<file path="src/hdl/aep_pkg.sv">
// Shared types, constants and the SGR ink table for the escape parser.
`default_nettype none
package aep_pkg;

    localparam int PARAM_SLOTS = 8;
    localparam int ROWS        = 25;
    localparam int COLS        = 80;

    localparam int SlotW  = $clog2(PARAM_SLOTS);
    localparam int CountW = $clog2(PARAM_SLOTS + 1);

    typedef enum logic [2:0] {
        ACT_NONE  = 3'd0,
        ACT_CLEAR = 3'd1,
        ACT_SPAN  = 3'd2,
        ACT_FG    = 3'd3,
        ACT_BG    = 3'd4
    } act_t;

    typedef struct packed {
        logic load;
        logic exec;
        logic sgr_step;
        logic flush;
    } aep_cmd_t;

    typedef struct packed {
        logic is_sgr;
        logic sgr_stall;
        logic sgr_last;
        logic out_free;
    } aep_stat_t;

    localparam logic [1:0] CFG_FG_INK = 2'd0;
    localparam logic [1:0] CFG_BG_INK = 2'd1;

    function automatic logic [4:0] ink_lookup(input logic [3:0] idx);
        logic [4:0] r;
        case (idx)
            4'd0:    r = 5'd0;
            4'd1:    r = 5'd6;
            4'd2:    r = 5'd18;
            4'd3:    r = 5'd14;
            4'd4:    r = 5'd1;
            4'd5:    r = 5'd8;
            4'd6:    r = 5'd20;
            4'd7:    r = 5'd24;
            4'd8:    r = 5'd7;
            4'd9:    r = 5'd6;
            4'd10:   r = 5'd18;
            4'd11:   r = 5'd14;
            4'd12:   r = 5'd2;
            4'd13:   r = 5'd8;
            4'd14:   r = 5'd20;
            default: r = 5'd24;
        endcase
        return r;
    endfunction

endpackage
`default_nettype wire

</file>
<file path="src/hdl/aep_ctrl.sv">
// Sequencer for one byte: accept, execute, SGR walk, flush.
`default_nettype none
module aep_ctrl
    import aep_pkg::*;
(
    input  wire logic      clk,
    input  wire logic      rst_n,
    input  wire logic      s_tvalid,
    output logic           s_tready,
    input  wire aep_stat_t stat,
    output aep_cmd_t       cmd
);

    typedef enum logic [1:0] {ST_ACCEPT, ST_EXEC, ST_SGR, ST_FLUSH} state_t;

    state_t state_reg, state_next;

    always_comb
    begin
        state_next = state_reg;
        cmd        = '0;
        case (state_reg)
            ST_ACCEPT:
            begin
                cmd.load = s_tvalid;
                if (s_tvalid)
                    state_next = ST_EXEC;
            end
            ST_EXEC:
            begin
                cmd.exec   = 1'b1;
                state_next = stat.is_sgr ? ST_SGR : ST_FLUSH;
            end
            ST_SGR:
            begin
                cmd.sgr_step = 1'b1;
                if (!stat.sgr_stall && stat.sgr_last)
                    state_next = ST_FLUSH;
            end
            ST_FLUSH:
            begin
                cmd.flush = 1'b1;
                if (stat.out_free)
                    state_next = ST_ACCEPT;
            end
            default: state_next = ST_ACCEPT;
        endcase
    end

    always_ff @(posedge clk or negedge rst_n)
    begin
        if (!rst_n)
            state_reg <= ST_ACCEPT;
        else
            state_reg <= state_next;
    end

    assign s_tready = (state_reg == ST_ACCEPT);

endmodule
`default_nettype wire

</file>
<file path="src/hdl/aep_dp.sv">
// Parser state, parameter store, command execution and result registers.
`default_nettype none
module aep_dp
    import aep_pkg::*;
(
    input  wire logic        clk,
    input  wire logic        rst_n,
    input  wire aep_cmd_t    cmd,
    output aep_stat_t        stat,
    input  wire logic [7:0]  in_byte,
    input  wire logic [4:0]  in_row,
    input  wire logic [6:0]  in_col,
    input  wire logic        cfg_we,
    input  wire logic [1:0]  cfg_index,
    input  wire logic [4:0]  cfg_data,
    output logic             out_valid,
    input  wire logic        out_ready,
    output act_t             out_action,
    output logic [4:0]       out_span_row,
    output logic [6:0]       out_span_col,
    output logic [10:0]      out_span_count,
    output logic [4:0]       out_ink,
    output logic [4:0]       out_new_row,
    output logic [6:0]       out_new_col,
    output logic             out_last
);

    localparam logic [2:0] M_IDLE = 3'd0, M_ESC = 3'd1, M_CSI = 3'd2, M_ESC2 = 3'd3,
                           M_OSC = 3'd4, M_OSC_ESC = 3'd5;
    localparam logic [4:0] RowMax = 5'(ROWS - 1);
    localparam logic [6:0] ColMax = 7'(COLS - 1);
    localparam logic [10:0] Cols11 = 11'(COLS);

    logic [2:0]        mode_reg, mode_next;
    logic [7:0]        store_reg [PARAM_SLOTS];
    logic [CountW-1:0] pc_reg, pc_next;
    logic              dseen_reg, dseen_next;
    logic [4:0]        saved_row_reg, saved_row_next;
    logic [6:0]        saved_col_reg, saved_col_next;
    logic [4:0]        fg_reg, bg_reg;
    logic [7:0]        byte_reg;
    logic [4:0]        row_reg, nrow_reg, nrow_next;
    logic [6:0]        col_reg, ncol_reg, ncol_next;
    logic [CountW-1:0] sgr_n_reg, sgr_n_next;
    logic [SlotW-1:0]  idx_reg;
    logic              ph_reg;

    logic              pend_v_reg;
    act_t              pend_act_reg;
    logic [4:0]        pend_srow_reg;
    logic [6:0]        pend_scol_reg;
    logic [10:0]       pend_cnt_reg;
    logic [4:0]        pend_ink_reg;

    logic              out_v_reg;
    act_t              out_act_reg;
    logic [4:0]        out_srow_reg, out_ink_reg;
    logic [6:0]        out_scol_reg;
    logic [10:0]       out_cnt_reg;
    logic              out_last_reg;
    logic [4:0]        out_nrow_reg;
    logic [6:0]        out_ncol_reg;

    // execute-cycle results
    logic              ex_gen, ex_sgr, st_we;
    act_t              ex_act;
    logic [4:0]        ex_srow, ex_ink;
    logic [6:0]        ex_scol;
    logic [10:0]       ex_cnt;
    logic [SlotW-1:0]  st_addr;
    logic [7:0]        st_data, cur_par, eff0, eff1, p0, p1, n1;
    logic [CountW-1:0] pcf;
    logic [8:0]        rsum, csum;
    logic [7:0]        hrow, hcol;

    always_comb
    begin
        mode_next      = mode_reg;
        pc_next        = pc_reg;
        dseen_next     = dseen_reg;
        saved_row_next = saved_row_reg;
        saved_col_next = saved_col_reg;
        nrow_next      = row_reg;
        ncol_next      = col_reg;
        sgr_n_next     = sgr_n_reg;
        ex_gen  = 1'b0;
        ex_sgr  = 1'b0;
        ex_act  = ACT_NONE;
        ex_srow = '0;
        ex_scol = '0;
        ex_cnt  = '0;
        ex_ink  = '0;
        st_we   = 1'b0;
        st_addr = pc_reg[SlotW-1:0];
        st_data = '0;
        cur_par = store_reg[pc_reg[SlotW-1:0]];
        eff0 = (pc_reg == '0 && !dseen_reg) ? 8'd0 : store_reg[0];
        eff1 = (pc_reg == CountW'(1) && !dseen_reg) ? 8'd0 : store_reg[1];
        pcf  = ((dseen_reg || pc_reg != '0) && pc_reg < CountW'(PARAM_SLOTS))
               ? pc_reg + CountW'(1) : pc_reg;
        p0   = (pcf > CountW'(0)) ? eff0 : 8'd0;
        p1   = (pcf > CountW'(1)) ? eff1 : 8'd0;
        n1   = (p0 == 8'd0) ? 8'd1 : p0;
        rsum = {4'd0, row_reg} + {1'b0, n1};
        csum = {2'd0, col_reg} + {1'b0, n1};
        hrow = (p0 == 8'd0) ? 8'd0 : ((p0 > 8'(ROWS)) ? 8'(ROWS - 1) : p0 - 8'd1);
        hcol = (p1 == 8'd0) ? 8'd0 : ((p1 > 8'(COLS)) ? 8'(COLS - 1) : p1 - 8'd1);

        case (mode_reg)
            M_ESC:
            begin
                if (byte_reg == 8'h5B)
                begin
                    // clear slot zero so an empty first parameter reads as zero
                    mode_next = M_CSI;
                    pc_next = '0;
                    dseen_next = 1'b0;
                    st_we = 1'b1;
                    st_addr = '0;
                end
                else if (byte_reg == 8'h63)
                begin
                    ex_gen = 1'b1;
                    ex_act = ACT_CLEAR;
                    mode_next = M_IDLE;
                    pc_next = '0;
                    dseen_next = 1'b0;
                end
                else if (byte_reg == 8'h5D)
                    mode_next = M_OSC;
                else if (byte_reg >= 8'h20 && byte_reg <= 8'h2F)
                    mode_next = M_ESC2;
                else
                begin
                    mode_next = M_IDLE;
                    pc_next = '0;
                    dseen_next = 1'b0;
                end
            end
            M_ESC2:
            begin
                mode_next = M_IDLE;
                pc_next = '0;
                dseen_next = 1'b0;
            end
            M_OSC:
            begin
                if (byte_reg == 8'd7)
                begin
                    mode_next = M_IDLE;
                    pc_next = '0;
                    dseen_next = 1'b0;
                end
                else if (byte_reg == 8'd27)
                    mode_next = M_OSC_ESC;
            end
            M_OSC_ESC:
            begin
                if (byte_reg == 8'h5C)
                begin
                    mode_next = M_IDLE;
                    pc_next = '0;
                    dseen_next = 1'b0;
                end
                else
                    mode_next = M_OSC;
            end
            M_CSI:
            begin
                if (byte_reg >= 8'h30 && byte_reg <= 8'h39)
                begin
                    st_we = (pc_reg < CountW'(PARAM_SLOTS));
                    st_data = dseen_reg ? ((cur_par << 3) + (cur_par << 1) + (byte_reg - 8'h30))
                                        : (byte_reg - 8'h30);
                    dseen_next = 1'b1;
                end
                else if (byte_reg == 8'h3B)
                begin
                    // zero the new slot; an empty slot left behind already holds zero
                    if (pc_reg < CountW'(PARAM_SLOTS - 1))
                    begin
                        pc_next = pc_reg + CountW'(1);
                        st_addr = SlotW'(pc_reg + CountW'(1));
                        st_we = 1'b1;
                    end
                    else
                        st_we = (pc_reg < CountW'(PARAM_SLOTS));
                    dseen_next = 1'b0;
                end
                else if (byte_reg == 8'h3F || byte_reg == 8'h3E || byte_reg == 8'h3C)
                begin
                    mode_next = M_CSI;
                end
                else if (byte_reg >= 8'h40 && byte_reg <= 8'h7E)
                begin
                    st_we = !dseen_reg && (pc_reg < CountW'(PARAM_SLOTS));
                    mode_next = M_IDLE;
                    pc_next = '0;
                    dseen_next = 1'b0;
                    case (byte_reg)
                        8'h41: nrow_next = ({3'd0, row_reg} >= n1) ? row_reg - 5'(n1) : 5'd0;
                        8'h42: nrow_next = (rsum > {4'd0, RowMax}) ? RowMax : 5'(rsum);
                        8'h43: ncol_next = (csum > {2'd0, ColMax}) ? ColMax : 7'(csum);
                        8'h44: ncol_next = ({1'b0, col_reg} >= n1) ? col_reg - 7'(n1) : 7'd0;
                        8'h48, 8'h66:
                        begin
                            nrow_next = 5'(hrow);
                            ncol_next = 7'(hcol);
                        end
                        8'h4A:
                        begin
                            if (p0 == 8'd2)
                            begin
                                ex_gen = 1'b1;
                                ex_act = ACT_CLEAR;
                            end
                            else if (p0 == 8'd0)
                            begin
                                ex_gen  = 1'b1;
                                ex_act  = ACT_SPAN;
                                ex_srow = row_reg;
                                ex_scol = col_reg;
                                ex_cnt  = (Cols11 - {4'd0, col_reg})
                                        + 11'({6'd0, RowMax - row_reg} * Cols11);
                            end
                        end
                        8'h4B:
                        begin
                            ex_gen  = 1'b1;
                            ex_act  = ACT_SPAN;
                            ex_srow = row_reg;
                            if (p0 == 8'd2)
                                ex_cnt = Cols11;
                            else if (p0 == 8'd0)
                            begin
                                ex_scol = col_reg;
                                ex_cnt  = Cols11 - {4'd0, col_reg};
                            end
                            else
                                ex_cnt = {4'd0, col_reg} + 11'd1;
                        end
                        8'h6D:
                        begin
                            ex_sgr = 1'b1;
                            sgr_n_next = pcf;
                        end
                        8'h73:
                        begin
                            saved_row_next = row_reg;
                            saved_col_next = col_reg;
                        end
                        8'h75:
                        begin
                            nrow_next = saved_row_reg;
                            ncol_next = saved_col_reg;
                        end
                        default: ;
                    endcase
                end
                else
                begin
                    mode_next = M_IDLE;
                    pc_next = '0;
                    dseen_next = 1'b0;
                end
            end
            default:
            begin
                if (byte_reg == 8'd27)
                    mode_next = M_ESC;
                else if (byte_reg == 8'h9B)
                begin
                    mode_next = M_CSI;
                    pc_next = '0;
                    dseen_next = 1'b0;
                    st_we = 1'b1;
                    st_addr = '0;
                end
                else
                    mode_next = M_IDLE;
            end
        endcase
    end

    // SGR walk: one parameter phase per cycle while the output register is not stalled
    logic [7:0]  sv;
    logic        s_gen, s_done, out_free, push;
    act_t        s_act;
    logic [4:0]  s_ink;
    logic [CountW-1:0] n_eff;

    always_comb
    begin
        sv     = (sgr_n_reg == '0) ? 8'd0 : store_reg[idx_reg];
        s_gen  = 1'b1;
        s_done = 1'b1;
        s_act  = ACT_FG;
        s_ink  = '0;
        if (sv == 8'd0)
        begin
            s_act  = ph_reg ? ACT_BG : ACT_FG;
            s_ink  = ph_reg ? bg_reg : fg_reg;
            s_done = ph_reg;
        end
        else if (sv >= 8'd30 && sv <= 8'd37)
            s_ink = ink_lookup(4'(sv - 8'd30));
        else if (sv >= 8'd40 && sv <= 8'd47)
        begin
            s_act = ACT_BG;
            s_ink = ink_lookup(4'(sv - 8'd40));
        end
        else if (sv >= 8'd90 && sv <= 8'd97)
            s_ink = ink_lookup(4'(sv - 8'd82));
        else if (sv >= 8'd100 && sv <= 8'd107)
        begin
            s_act = ACT_BG;
            s_ink = ink_lookup(4'(sv - 8'd92));
        end
        else
            s_gen = 1'b0;
    end

    assign n_eff    = (sgr_n_reg == '0) ? CountW'(1) : sgr_n_reg;
    assign out_free = !out_v_reg || out_ready;

    assign stat.is_sgr    = ex_sgr;
    assign stat.sgr_stall = s_gen && pend_v_reg && !out_free;
    assign stat.sgr_last  = s_done && ((CountW'(idx_reg) + CountW'(1)) >= n_eff);
    assign stat.out_free  = out_free;

    assign push = (cmd.sgr_step && !stat.sgr_stall && s_gen && pend_v_reg)
               || (cmd.flush && out_free);

    always_ff @(posedge clk or negedge rst_n)
    begin
        if (!rst_n)
        begin
            mode_reg      <= M_IDLE;
            pc_reg        <= '0;
            dseen_reg     <= 1'b0;
            saved_row_reg <= '0;
            saved_col_reg <= '0;
            fg_reg        <= 5'd18;
            bg_reg        <= 5'd0;
            pend_v_reg    <= 1'b0;
            out_v_reg     <= 1'b0;
            idx_reg       <= '0;
            ph_reg        <= 1'b0;
        end
        else
        begin
            if (cfg_we && cfg_index == CFG_FG_INK)
                fg_reg <= cfg_data;
            if (cfg_we && cfg_index == CFG_BG_INK)
                bg_reg <= cfg_data;
            if (cmd.exec)
            begin
                mode_reg      <= mode_next;
                pc_reg        <= pc_next;
                dseen_reg     <= dseen_next;
                saved_row_reg <= saved_row_next;
                saved_col_reg <= saved_col_next;
                pend_v_reg    <= ex_gen;
                idx_reg       <= '0;
                ph_reg        <= 1'b0;
            end
            if (cmd.sgr_step && !stat.sgr_stall)
            begin
                if (s_gen)
                    pend_v_reg <= 1'b1;
                if (s_done)
                begin
                    ph_reg  <= 1'b0;
                    idx_reg <= idx_reg + SlotW'(1);
                end
                else
                    ph_reg <= 1'b1;
            end
            if (cmd.flush && out_free)
                pend_v_reg <= 1'b0;
            if (push)
                out_v_reg <= 1'b1;
            else if (out_ready)
                out_v_reg <= 1'b0;
        end
    end

    always_ff @(posedge clk)
    begin
        if (cmd.load)
        begin
            byte_reg <= in_byte;
            row_reg  <= (in_row > RowMax) ? RowMax : in_row;
            col_reg  <= (in_col > ColMax) ? ColMax : in_col;
        end
        if (cmd.exec)
        begin
            if (st_we)
                store_reg[st_addr] <= st_data;
            nrow_reg      <= nrow_next;
            ncol_reg      <= ncol_next;
            sgr_n_reg     <= sgr_n_next;
            pend_act_reg  <= ex_act;
            pend_srow_reg <= ex_srow;
            pend_scol_reg <= ex_scol;
            pend_cnt_reg  <= ex_cnt;
            pend_ink_reg  <= ex_ink;
        end
        if (cmd.sgr_step && !stat.sgr_stall && s_gen)
        begin
            pend_act_reg  <= s_act;
            pend_srow_reg <= '0;
            pend_scol_reg <= '0;
            pend_cnt_reg  <= '0;
            pend_ink_reg  <= s_ink;
        end
        if (push)
        begin
            out_act_reg  <= pend_v_reg ? pend_act_reg : ACT_NONE;
            out_srow_reg <= pend_v_reg ? pend_srow_reg : 5'd0;
            out_scol_reg <= pend_v_reg ? pend_scol_reg : 7'd0;
            out_cnt_reg  <= pend_v_reg ? pend_cnt_reg : 11'd0;
            out_ink_reg  <= pend_v_reg ? pend_ink_reg : 5'd0;
            out_nrow_reg <= nrow_reg;
            out_ncol_reg <= ncol_reg;
            out_last_reg <= cmd.flush;
        end
    end

    assign out_valid      = out_v_reg;
    assign out_action     = out_act_reg;
    assign out_span_row   = out_srow_reg;
    assign out_span_col   = out_scol_reg;
    assign out_span_count = out_cnt_reg;
    assign out_ink        = out_ink_reg;
    assign out_new_row    = out_nrow_reg;
    assign out_new_col    = out_ncol_reg;
    assign out_last       = out_last_reg;

endmodule
`default_nettype wire

</file>
<file path="src/hdl/ansi_escape_parser.sv">
// Top level of the ANSI / VT100 escape sequence parser.
//
// Input stream (s_*): one terminal byte per beat together with the cursor
// kept by the screen logic. Output stream (m_*): one or more result beats per
// input beat; m_tlast marks the final result of that byte. m_tuser carries the
// action code. The configuration port writes the default SGR inks; the user
// must write them only while idle; the block itself does not enforce this.
//
// Each byte is accepted, its command executed and its final result flushed.
// An SGR byte walks its parameters through a single shared step, one parameter
// per cycle unless the output stalls, a reset parameter taking a second step.
// The next byte is accepted while the last result still waits in the output
// register. When the receiver stalls, the walk holds its pending result until
// the output register frees. Reset returns the parser to idle, clears the
// saved cursor and restores the default inks (fg 18, bg 0); the parameter
// store is not cleared and is always written before it is read.
`default_nettype none
module ansi_escape_parser
    import aep_pkg::*;
(
    input  wire logic        clk,
    input  wire logic        rst_n,
    input  wire logic        s_tvalid,
    output logic             s_tready,
    input  wire logic [23:0] s_tdata,   // in_byte[7:0], cur_row[12:8], cur_col[19:13]
    output logic             m_tvalid,
    input  wire logic        m_tready,
    output logic [39:0]      m_tdata,   // span_row, span_col, span_count, ink, new_row, new_col
    output logic [2:0]       m_tuser,   // action
    output logic             m_tlast,
    input  wire logic        cfg_we,
    input  wire logic [1:0]  cfg_index,
    input  wire logic [4:0]  cfg_data
);

    aep_cmd_t    cmd;
    aep_stat_t   stat;
    act_t        action;
    logic [4:0]  span_row, ink, new_row;
    logic [6:0]  span_col, new_col;
    logic [10:0] span_count;

    aep_ctrl u_ctrl (
        .clk      (clk),
        .rst_n    (rst_n),
        .s_tvalid (s_tvalid),
        .s_tready (s_tready),
        .stat     (stat),
        .cmd      (cmd)
    );

    aep_dp u_dp (
        .clk            (clk),
        .rst_n          (rst_n),
        .cmd            (cmd),
        .stat           (stat),
        .in_byte        (s_tdata[7:0]),
        .in_row         (s_tdata[12:8]),
        .in_col         (s_tdata[19:13]),
        .cfg_we         (cfg_we),
        .cfg_index      (cfg_index),
        .cfg_data       (cfg_data),
        .out_valid      (m_tvalid),
        .out_ready      (m_tready),
        .out_action     (action),
        .out_span_row   (span_row),
        .out_span_col   (span_col),
        .out_span_count (span_count),
        .out_ink        (ink),
        .out_new_row    (new_row),
        .out_new_col    (new_col),
        .out_last       (m_tlast)
    );

    assign m_tuser = action;
    assign m_tdata = {new_col, new_row, ink, span_count, span_col, span_row};

    // one byte at a time: no second accept straight after the first
    a_one_byte: assert property (@(posedge clk) disable iff (!rst_n)
        s_tvalid && s_tready |=> !s_tready)
        else $error("byte accepted while previous still executing");

    a_cursor_range: assert property (@(posedge clk) disable iff (!rst_n)
        m_tvalid |-> (new_row < 5'(ROWS)) && (new_col < 7'(COLS)))
        else $error("cursor outside screen");

    a_span_zero: assert property (@(posedge clk) disable iff (!rst_n)
        m_tvalid && (action != ACT_SPAN) |-> span_count == 11'd0 && span_row == 5'd0)
        else $error("span fields set on non-span result");

endmodule
`default_nettype wire
</file>
<file path="config.mk">
export PLATFORM = sky130hd
export DESIGN_NAME = ansi_escape_parser
export DESIGN_NICKNAME = d
export VERILOG_FILES = /design/src/hdl/aep_pkg.sv /design/src/hdl/aep_ctrl.sv /design/src/hdl/aep_dp.sv /design/src/hdl/ansi_escape_parser.sv
export SDC_FILE = /design/constraint.sdc
export NUM_CORES = 1
export LEC_CHECK = 0
export BUFFER_PORTS_ARGS = -buffer_cell sky130_fd_sc_hd__buf_2
export CAP_MARGIN = 20
export CORE_MARGIN = 8
export CORE_UTILIZATION = 51
export CTS_BUF_LIST = sky130_fd_sc_hd__clkbuf_4 sky130_fd_sc_hd__clkbuf_8
export CTS_CLUSTER_SIZE = 28
export DETAILED_ROUTE_END_ITERATION = 12
export HOLD_SLACK_MARGIN = 0.06
export PLACE_DENSITY = 0.69
export SLEW_MARGIN = 15
export SYNTH_ARGS = -nofsm -noshare
export SYNTH_HDL_FRONTEND = slang
export SYNTH_HIERARCHICAL = 1
export SYNTH_SLANG_ARGS = --single-unit
export TNS_END_PERCENT = 1
</file>
<file path="constraint.sdc">
create_clock -name clk -period 8.24 [get_ports clk]
set_clock_uncertainty 0.15 [all_clocks]
set_input_delay 1.236 -clock clk [delete_from_list [all_inputs] [get_ports clk]]
set_output_delay 1.236 -clock clk [all_outputs]
set_load 0.02 [all_outputs]
</file>
==> metrics.txt <==
status=finished clean; Power Internal=2.41 mW; internal reg-to-reg setup slack=2370 ps; post-synth cell types=85; RSZ-0062 raised after global routing=false; Post-synth ARST share=17.8%; Critical R2R Capture=u_dp/ncol_reg[5]; Ports=82; Largest register FFs=64; Critical Path End Type=register; Fill cells=2212; Max Slew Vio Count=0; most frequent cells in the layout=edfxtp_1, nand2_1, ha_1, buf_2, nor2_1; # hold bufs at CTS=0; Pleak=5.89 nW; relative slew slack=30.4%; Setup Buffers After CTS=0; Crit Path Max Fanout=16; FF+latch count, synth=213; critical path launch point=u_dp/pc_reg[2]; number of synthesized flops with an enable pin=152; DRC=0; DIE HEIGHT=178 microns; Max IR drop VDD=0.186 mV; Crit Path Category=reg2reg; setup_tns=0 ps; crit path time final=5870 ps; Worst-path clk slew=60 ps; Clock Power Share=27.1%; critical path required time=8360 ps; CTS tree=built; Clock Root Buffer=clkbuf_8; NumNets Final=1436; Avg Synthesized Cell Area=10.7 sq um; DIE WIDTH=178 microns; multi-input logic area=0.00685 sq mm; core area=0.0259 sq mm; DP Area=0.0140 sq mm; DP HPWL=24.6 mm; Starting DRT DRC Count=787; Max Cap Viol=0; Vias=9911; synthesized area=0.0134 sq mm; H-tree levels=2; via count of the first global-routing pass=9646; Reg power frac=41.2%; clk sinks=213; die area=0.0317 sq mm; Hold Path Class=reg2reg; PostCTS Resize Cnt=0; drt pass-1 iters=5; FF/Latch Area=0.00598 sq mm; Total Wirelength=33.1 mm; initial antenna violation count=0; placer congestion estimate=0.945; Worst setup SP type=register; global-route wire length before repair=52.4 mm; Initial Utilization=51.6%; ANT nets after route=0; Final Non-Filler Cells=1673; PwrDens=248 mW/mm^2; Placed Cells=1607; sequential-to-total area share from yosys stat=44.7%; Routed WL per cell=19.8 microns; Comb power frac=31.7%; number of port buffers=77; Final Cell Area=0.0148 sq mm; worst r2r src=u_dp/pc_reg[2]; Critical Path AT=5980 ps; final setup fails=0; n_diodes=0; share of layout cells above drive strength 1=16.9%; GR Overflow Total=0; worst-case reg-to-reg path depth=19; crit share post-route=71.2%; Rows=59; Post-Synthesis Cells=1246; switching part of the total=34.3%; Net Switching=1.26 mW; worst-skew pair later-pin latency=530 ps; via/cell ratio=5.92; largest net degree at the start of global routing=46; final hold vios=0; total track usage=20.8%; number of warnings issued by yosys=6; dominant synthesized flop cell=edfxtp_1; commonest non-fill, non-tap cell in the layout=edfxtp_1; Synth Net Count=1371; Clock Path Buffers=3; Max Clk Rate=170 MHz; TritonCTS buffer count=36; area grow syn2layout=10.4%; crit path to=u_dp/ncol_reg[5]; slew of the pin with the lowest slew margin=1040 ps
==> cell families after synthesis <==
family | share of synthesized area, %
mux | 8.96
compound gates | 15.0
buf+inv | 4.17
xor+xnor | 3.60
flops | 44.7
simple gates | 14.6
fa+ha+maj | 8.94
==> worst max-delay path, cell delays in order (launching register included) <==
cell and delay (ps):
dfrtp_1 740, nor2_1 170, a21oi_1 280, mux2i_1 550, a31oi_1 150, buf_4 230
nand2_1 190, ha_1 390, o21ai_2 240, nand2_1 280, inv_1 180, fa_1 460
a21oi_1 160, o21a_1 210, o21bai_1 90, a21oi_1 200, xnor2_1 110, o211ai_1 450
nor3_1 100, o32a_1 310
==> how the worst min path moves through the flow <==
stage	from	endpoint	slack (ps)	cells past startpoint
final	u_dp/ncol_reg[0]	u_dp/out_new_col[0]	270	0
after global routing	u_dp/ncol_reg[0]	u_dp/out_new_col[0]	290	0
after CTS	u_dp/nrow_reg[0]	u_dp/out_new_row[0]	270	0
after detailed placement	u_dp/nrow_reg[0]	u_dp/out_new_row[0]	260	0
after global placement	u_dp/ncol_reg[0]	u_dp/out_new_col[0]	260	0
after floorplan	u_dp/ncol_reg[0]	u_dp/out_new_col[0]	250	0
==> power by group through the flow <==
stage / Combinational (mW) / Clock, mW / Sequential, mW
detailed placement: 1.16 / 0 / 1.53
CTS: 1.17 / 1.02 / 1.51
finish: 1.16 / 0.993 / 1.51
global route: 1.28 / 1.07 / 1.53
global placement: 1.13 / 0 / 1.52
floorplan: 0.817 / 0 / 1.57
==> per-stage QoR <==
stage,power [mW],hold slack (ps),setup slack (ps),util [%]
3_5_place_dp,2.69,256,2450,53.9
6_report,3.66,273,2370,57.0
5_1_grt,3.88,290,1970,57.0
3_3_place_gp,2.66,257,2560,53.9
4_1_cts,3.70,271,2440,56.8
2_1_floorplan,2.39,250,2440,-
==> per-layer routing <==
metal | track usage, % | vias up | wire [microns]
li1 | - | 4742 | -
met1 | 29.0 | 4768 | 15000
met2 | 32.5 | 353 | 14900
met3 | 4.00 | 48 | 2630
met4 | 5.90 | 0 | 598
met5 | 0 | - | 0
==> layout make-up <==
class | count | share of cell area (%)
inverter | 73 | 1.86
clock inverter | 14 | 0.975
tap | 335 | 2.84
clock buffer | 51 | 4.16
sequential | 213 | 40.5
timing repair buffer | 87 | 3.25
multi-input combinational | 900 | 46.4
==> cells in the mapped netlist, types with 18 or more instances <==
cell	n	area share, %
nand2b_1	26	1.2
dfrtp_1	36	6.7
edfxtp_1	152	34
nor2b_1	28	1.3
inv_1	72	2.0
clkbuf_1	41	1.2
nand2_1	81	2.3
nor3_1	20	0.75
ha_1	78	7.3
dfxtp_1	23	3.4
mux2i_1	32	2.4
xor2_1	19	1.2
xnor2_1	36	2.4
nor2_1	74	2.1
o21ai_0	58	2.2
a21oi_1	70	2.6
and2_1	43	2.0
and3_1	18	0.84
mux4_2	20	3.4
a31oi_1	18	0.84
mux2_2	38	3.2
nand3_1	18	0.67
Power figures use the tool's default switching activity.
